==> src/rtl/gks_pkg.sv <==
`default_nettype none

package gks_pkg;

  // item operation codes
  typedef enum logic [1:0] {
    OP_START    = 2'd0,
    OP_ADD      = 2'd1,
    OP_SUPPRESS = 2'd2,
    OP_FETCH    = 2'd3
  } op_e;

  // configuration register indexes
  typedef enum logic [1:0] {
    REG_RADIUS = 2'd0,
    REG_BORDER = 2'd1,
    REG_WIDTH  = 2'd2,
    REG_HEIGHT = 2'd3
  } reg_e;

  // cell mark codes
  localparam logic [1:0] MARK_EMPTY = 2'd0;
  localparam logic [1:0] MARK_SET   = 2'd1;
  localparam logic [1:0] MARK_KEPT  = 2'd2;

  localparam int COL_W   = 9;
  localparam int ROW_W   = 8;
  localparam int INDEX_W = 12;
  localparam int CFG_W   = 9;

  // back end sequencer states
  typedef enum logic [3:0] {
    ST_CLEAR,
    ST_IDLE,
    ST_SUP_RD,
    ST_SUP_CTR,
    ST_SUP_CHK,
    ST_SUP_WIN,
    ST_SUP_KEEP,
    ST_F_STEP,
    ST_F_WAIT,
    ST_RESULT
  } back_state_e;

  typedef struct packed {
    op_e              op;
    logic [COL_W-1:0] col;
    logic [ROW_W-1:0] row;
  } cmd_t;

  typedef struct packed {
    logic [2:0]       radius;
    logic [4:0]       border;
    logic [COL_W-1:0] fwidth;
    logic [ROW_W-1:0] fheight;
  } cfg_t;

  typedef struct packed {
    logic               dropped;
    logic               fin;
    logic [ROW_W-1:0]   row;
    logic [COL_W-1:0]   col;
    logic [INDEX_W-1:0] idx;
    logic               found;
  } res_t;

endpackage

`default_nettype wire

==> src/rtl/gks_front.sv <==
`default_nettype none

module gks_front
  import gks_pkg::*;
(
  input  wire logic             clk_i,
  input  wire logic             rst_ni,
  input  wire logic             s_valid_i,
  output logic                  s_ready_o,
  input  wire logic [1:0]       op_i,
  input  wire logic [COL_W-1:0] col_i,
  input  wire logic [ROW_W-1:0] row_i,
  input  wire logic             init_busy_i,
  output logic                  q_valid_o,
  output cmd_t                  q_cmd_o,
  input  wire logic             q_pop_i
);

  cmd_t       buf_q [2];
  logic       wp_q, rp_q;
  logic [1:0] cnt_q, cnt_d;
  logic       push;
  cmd_t       cmd;

  // classify the incoming word
  always_comb begin
    cmd.op  = op_e'(op_i);
    cmd.col = col_i;
    cmd.row = row_i;
  end

  assign s_ready_o = (cnt_q != 2'd2) && !init_busy_i;
  assign push      = s_valid_i && s_ready_o;
  assign q_valid_o = (cnt_q != 2'd0);
  assign q_cmd_o   = buf_q[rp_q];

  always_comb begin
    cnt_d = cnt_q;
    if (push && !(q_pop_i && q_valid_o)) begin
      cnt_d = cnt_q + 2'd1;
    end else if (!push && q_pop_i && q_valid_o) begin
      cnt_d = cnt_q - 2'd1;
    end
  end

  // two entry command queue
  always_ff @(posedge clk_i or negedge rst_ni) begin
    if (!rst_ni) begin
      wp_q  <= 1'b0;
      rp_q  <= 1'b0;
      cnt_q <= 2'd0;
    end else begin
      cnt_q <= cnt_d;
      if (push) begin
        wp_q <= ~wp_q;
      end
      if (q_pop_i && q_valid_o) begin
        rp_q <= ~rp_q;
      end
    end
  end

  always_ff @(posedge clk_i) begin
    if (push) begin
      buf_q[wp_q] <= cmd;
    end
  end

endmodule

`default_nettype wire

==> config.mk <==
export PLATFORM = sky130hd
export DESIGN_NAME = gks_front
export DESIGN_NICKNAME = d
export VERILOG_FILES = /design/src/rtl/gks_pkg.sv /design/src/rtl/gks_front.sv
export SDC_FILE = /design/constraint.sdc
export NUM_CORES = 1
export LEC_CHECK = 0
export BUFFER_PORTS_ARGS = -buffer_cell sky130_fd_sc_hd__buf_4
export CORE_ASPECT_RATIO = 0.9
export CORE_MARGIN = 2
export CORE_UTILIZATION = 51
export CTS_CLUSTER_DIAMETER = 60
export DETAILED_ROUTE_END_ITERATION = 16
export PLACE_DENSITY = 0.78
export SLEW_MARGIN = 20
export SYNTH_ARGS = -nofsm -noshare
export SYNTH_HDL_FRONTEND = slang
export SYNTH_SLANG_ARGS = --single-unit
==> constraint.sdc <==
create_clock -name clk_i -period 2.1 [get_ports clk_i]
set_input_delay 0.42 -clock clk_i [delete_from_list [all_inputs] [get_ports clk_i]]
set_output_delay 0.42 -clock clk_i [all_outputs]
set_load 0.005 [all_outputs]
==> results.toml <==
[status]
outcome = "finished, final reports clean"

[power_and_ir_drop]
clkPwrFrac_pct = 25.3
ir_drop_v = 0.000697
seq_power_share_pct = 44.3
p_per_area_nw_per_um2 = 1140
p_sw_share_pct = 24.4
switchingPower_mw = 0.613
power_leakage_nw = 0.897
intPower_mw = 1.90
comb_power_share_pct = 30.3

[critical_path]
rr_worst_depth = 4
slowest_delay_ns = 0.51
critPathLaunchType = "flip-flop"
arrival_ns = 1.52
critical_path.max_fanout = 15
cp.required_ns = 1.68
cp_cell_sequence = "buf_12, mux2_4, buf_4"
crit_slowest_cell = "dfrtp_2"
end_kind = "primary output"
critPathKind = "flip-flop to primary output"

[sta]
setup_tns_ns = 0
slew_viol_final = 0
fmax_mhz = 515
holdWs_ns = 0.237
finalCritPeriodShare_pct = 92.5
fin_crit_ns = 1.94
tightest_slew_ns = 0.360
slew_headroom_pct = 76.0
timing_hold_violations_final = 0
skew_ns = 0.0132
setup_viol = 0
rsz0062_at_grt = "no"

[floorplanning]
die_w_um = 64.5
initial_core_util_pct = 54.3
boundaryPins = 45
die_area_um2 = 3770
die-height_um = 58.4
fp-row-count = 19
coreArea_um2 = 3090

[finish]
regArea_um2 = 1240
nFillCells = 216
final_util_pct = 71.3
antenna_cells = 0
drive_gt1_share_pct = 58.7
multiInputGateArea_um2 = 414
final_nets = 161
area_growth_syn_to_layout_pct = 31.1

[placement]
gp_congestion = 0.694
port_buffers = 44
hpwl_um = 2060

[synth]
synth-xor-area-share_pct = 1.04
synth_top_area_share_pct = 68.0
synthMuxAreaShare_pct = 17.0
ys_ff_latch = 42
synth.distinct_cells = 19
synthAdderAreaFrac_pct = 0
synth-compound-area-share_pct = 1.94
synth_common_cells = "edfxtp_1 (38), mux2_4 (19), dfrtp_1 (4)"
syn_inst = 83
synth_simple_gate_area_share_pct = 4.55
synth.most_common_cell = "edfxtp_1"
synth_top_family_by_area = "multiplexers"
synth_edf_count = 38
syn_nets = 107
synth_area_leaders = "edfxtp_1 (68%), mux2_4 (17%), dfrtp_1 (6.0%)"
yosysWarnings = 0
syn-mean-instance-area_um2 = 20.2
async_flop_share_pct = 9.52
synth_ff_type = "edfxtp_1"
synth.largest_area_cell = "edfxtp_1"
syn_area_um2 = 1680
synth-seq-area-share_pct = 73.9

[route]
vias_per_cell = 5.01
drt-pass1-iter-count = 4
drc = 0
wl_per_cell_um = 16.1
drt_wl_total_um = 2900
drtIter0Drc = 29
ant_nets = 0
dr_total_vias = 902

[global_route]
grt_pass1_vias = 944
grt_overflow = 0
track_usage_pct = 17.1
grt_first_pass_wirelength_um = 4520
antenna_found_initial = 0
grt_max_degree = 17

[worst_hold_path]
hold_path_class = "input port to flip-flop"
min_path_cells = 1

[cts]
ctsRootBufferMaster = "clkbuf_4"
clkSinkCount = 42
htree_num_levels = 2
post_cts_buffers = 0
cts_tree = "done"
cts_max_path_buffers = 2
clock_latency_ns = 0.36
clk_pin_slew_ns = 0.13
cts_buffers = 5

[run]
maxCapViolCount = 0
routing by layer:
metal  GRT usage [%]  vias to the layer above  share of wire, %
met5               0                        -                 0
met1            20.2                      443                40
met3            5.93                        4               5.4
li1                -                      425                 -
met2            29.3                       30                54
met4            6.69                        0              0.90
cell usage in the layout, fill, tap and decap left out:
master and instances:
a21oi_1 2, and3_1 1, buf_12 1, buf_4 47, bufinv_16 2, clkbuf_4 5, clkinv_4 1, dfrtp_1 3
dfrtp_2 1, dlygate4sd3_1 1, edfxtp_1 38, inv_1 1, mux2_4 19, nand2_1 2, nand2_2 1, nand2b_1 2
nor2_1 1, nor2_2 1, nor2b_1 1, nor2b_2 1, nor3b_2 1, o21ai_1 1, o221ai_1 1, o311ai_0 1
or2_4 1, xnor2_1 2
worst max-delay path, delay by kind of cell, from the launching register on:
family   cells  cell delay [ns]
mux          1             0.31
buf+inv      2             0.35
flops        1             0.51
sequential cells by signal, indices dropped and copies added (netlist names):
name	flops
wp_q	1
buf_q	38
rp_q	1
cnt_q	2
power by group through the flow:
| stage | combinational (mW) | clock, mW | sequential, mW |
|---|---|---|---|
| after global placement | 0.753 | 0 | 1.12 |
| after detailed placement | 0.772 | 0 | 1.13 |
| after global routing | 0.821 | 0.681 | 1.13 |
| final | 0.762 | 0.637 | 1.11 |
| after CTS | 0.775 | 0.647 | 1.11 |
| after floorplan | 0.481 | 0 | 1.09 |
repair_timing:
action,in CTS,in global routing
hold buffers,1,0
gates resized for setup,0,1
endpoints found under the hold margin,4,0
endpoints found under the setup margin,0,13
final cells by class:
cell class,instances,share of cell area [%]
Clock buffer,5,1.70
Clock inverter,3,3.13
Inverter,1,0.170
Multi-Input combinational cell,38,18.8
Sequential cell,42,56.4
Tap cell,42,2.39
Timing Repair Buffer,49,17.4
metrics by stage:
step | cells | power (mW) | cell area [um2] | setup WS [ns]
after floorplan | 83 | 1.57 | 1680 | 0.205
after global placement | 171 | 1.87 | 2080 | 0.424
after detailed placement | 171 | 1.90 | 2080 | 0.393
after CTS | 180 | 2.53 | 2200 | 0.0438
after global routing | 180 | 2.63 | 2200 | 0.0898
final | 180 | 2.51 | 2200 | 0.157
cell families after synthesis:
| logic type | after synthesis |
|---|---|
| AO/OA/AOI/OAI | 5 |
| XOR/XNOR | 2 |
| buffers and inverters | 3 |
| flip-flops | 42 |
| multiplexers | 19 |
| AND/OR/NAND/NOR | 12 |
path summary, 6_finish.rpt:
| path | startpoint | endpoint | slack (ns) |
|---|---|---|---|
| max | rp_q | q_cmd_o[7] | 0.16 |
| min | row_i[6] | buf_q[0][6] | 0.24 |
| max reg2reg | cnt_q[0] | buf_q[0][0] | 0.52 |
| min reg2reg | wp_q | wp_q | 0.55 |
| max in group asynchronous | rst_ni | rp_q | 1.59 |
| min in group asynchronous | rst_ni | wp_q | 0.38 |
(Power assumes the default switching activity.)
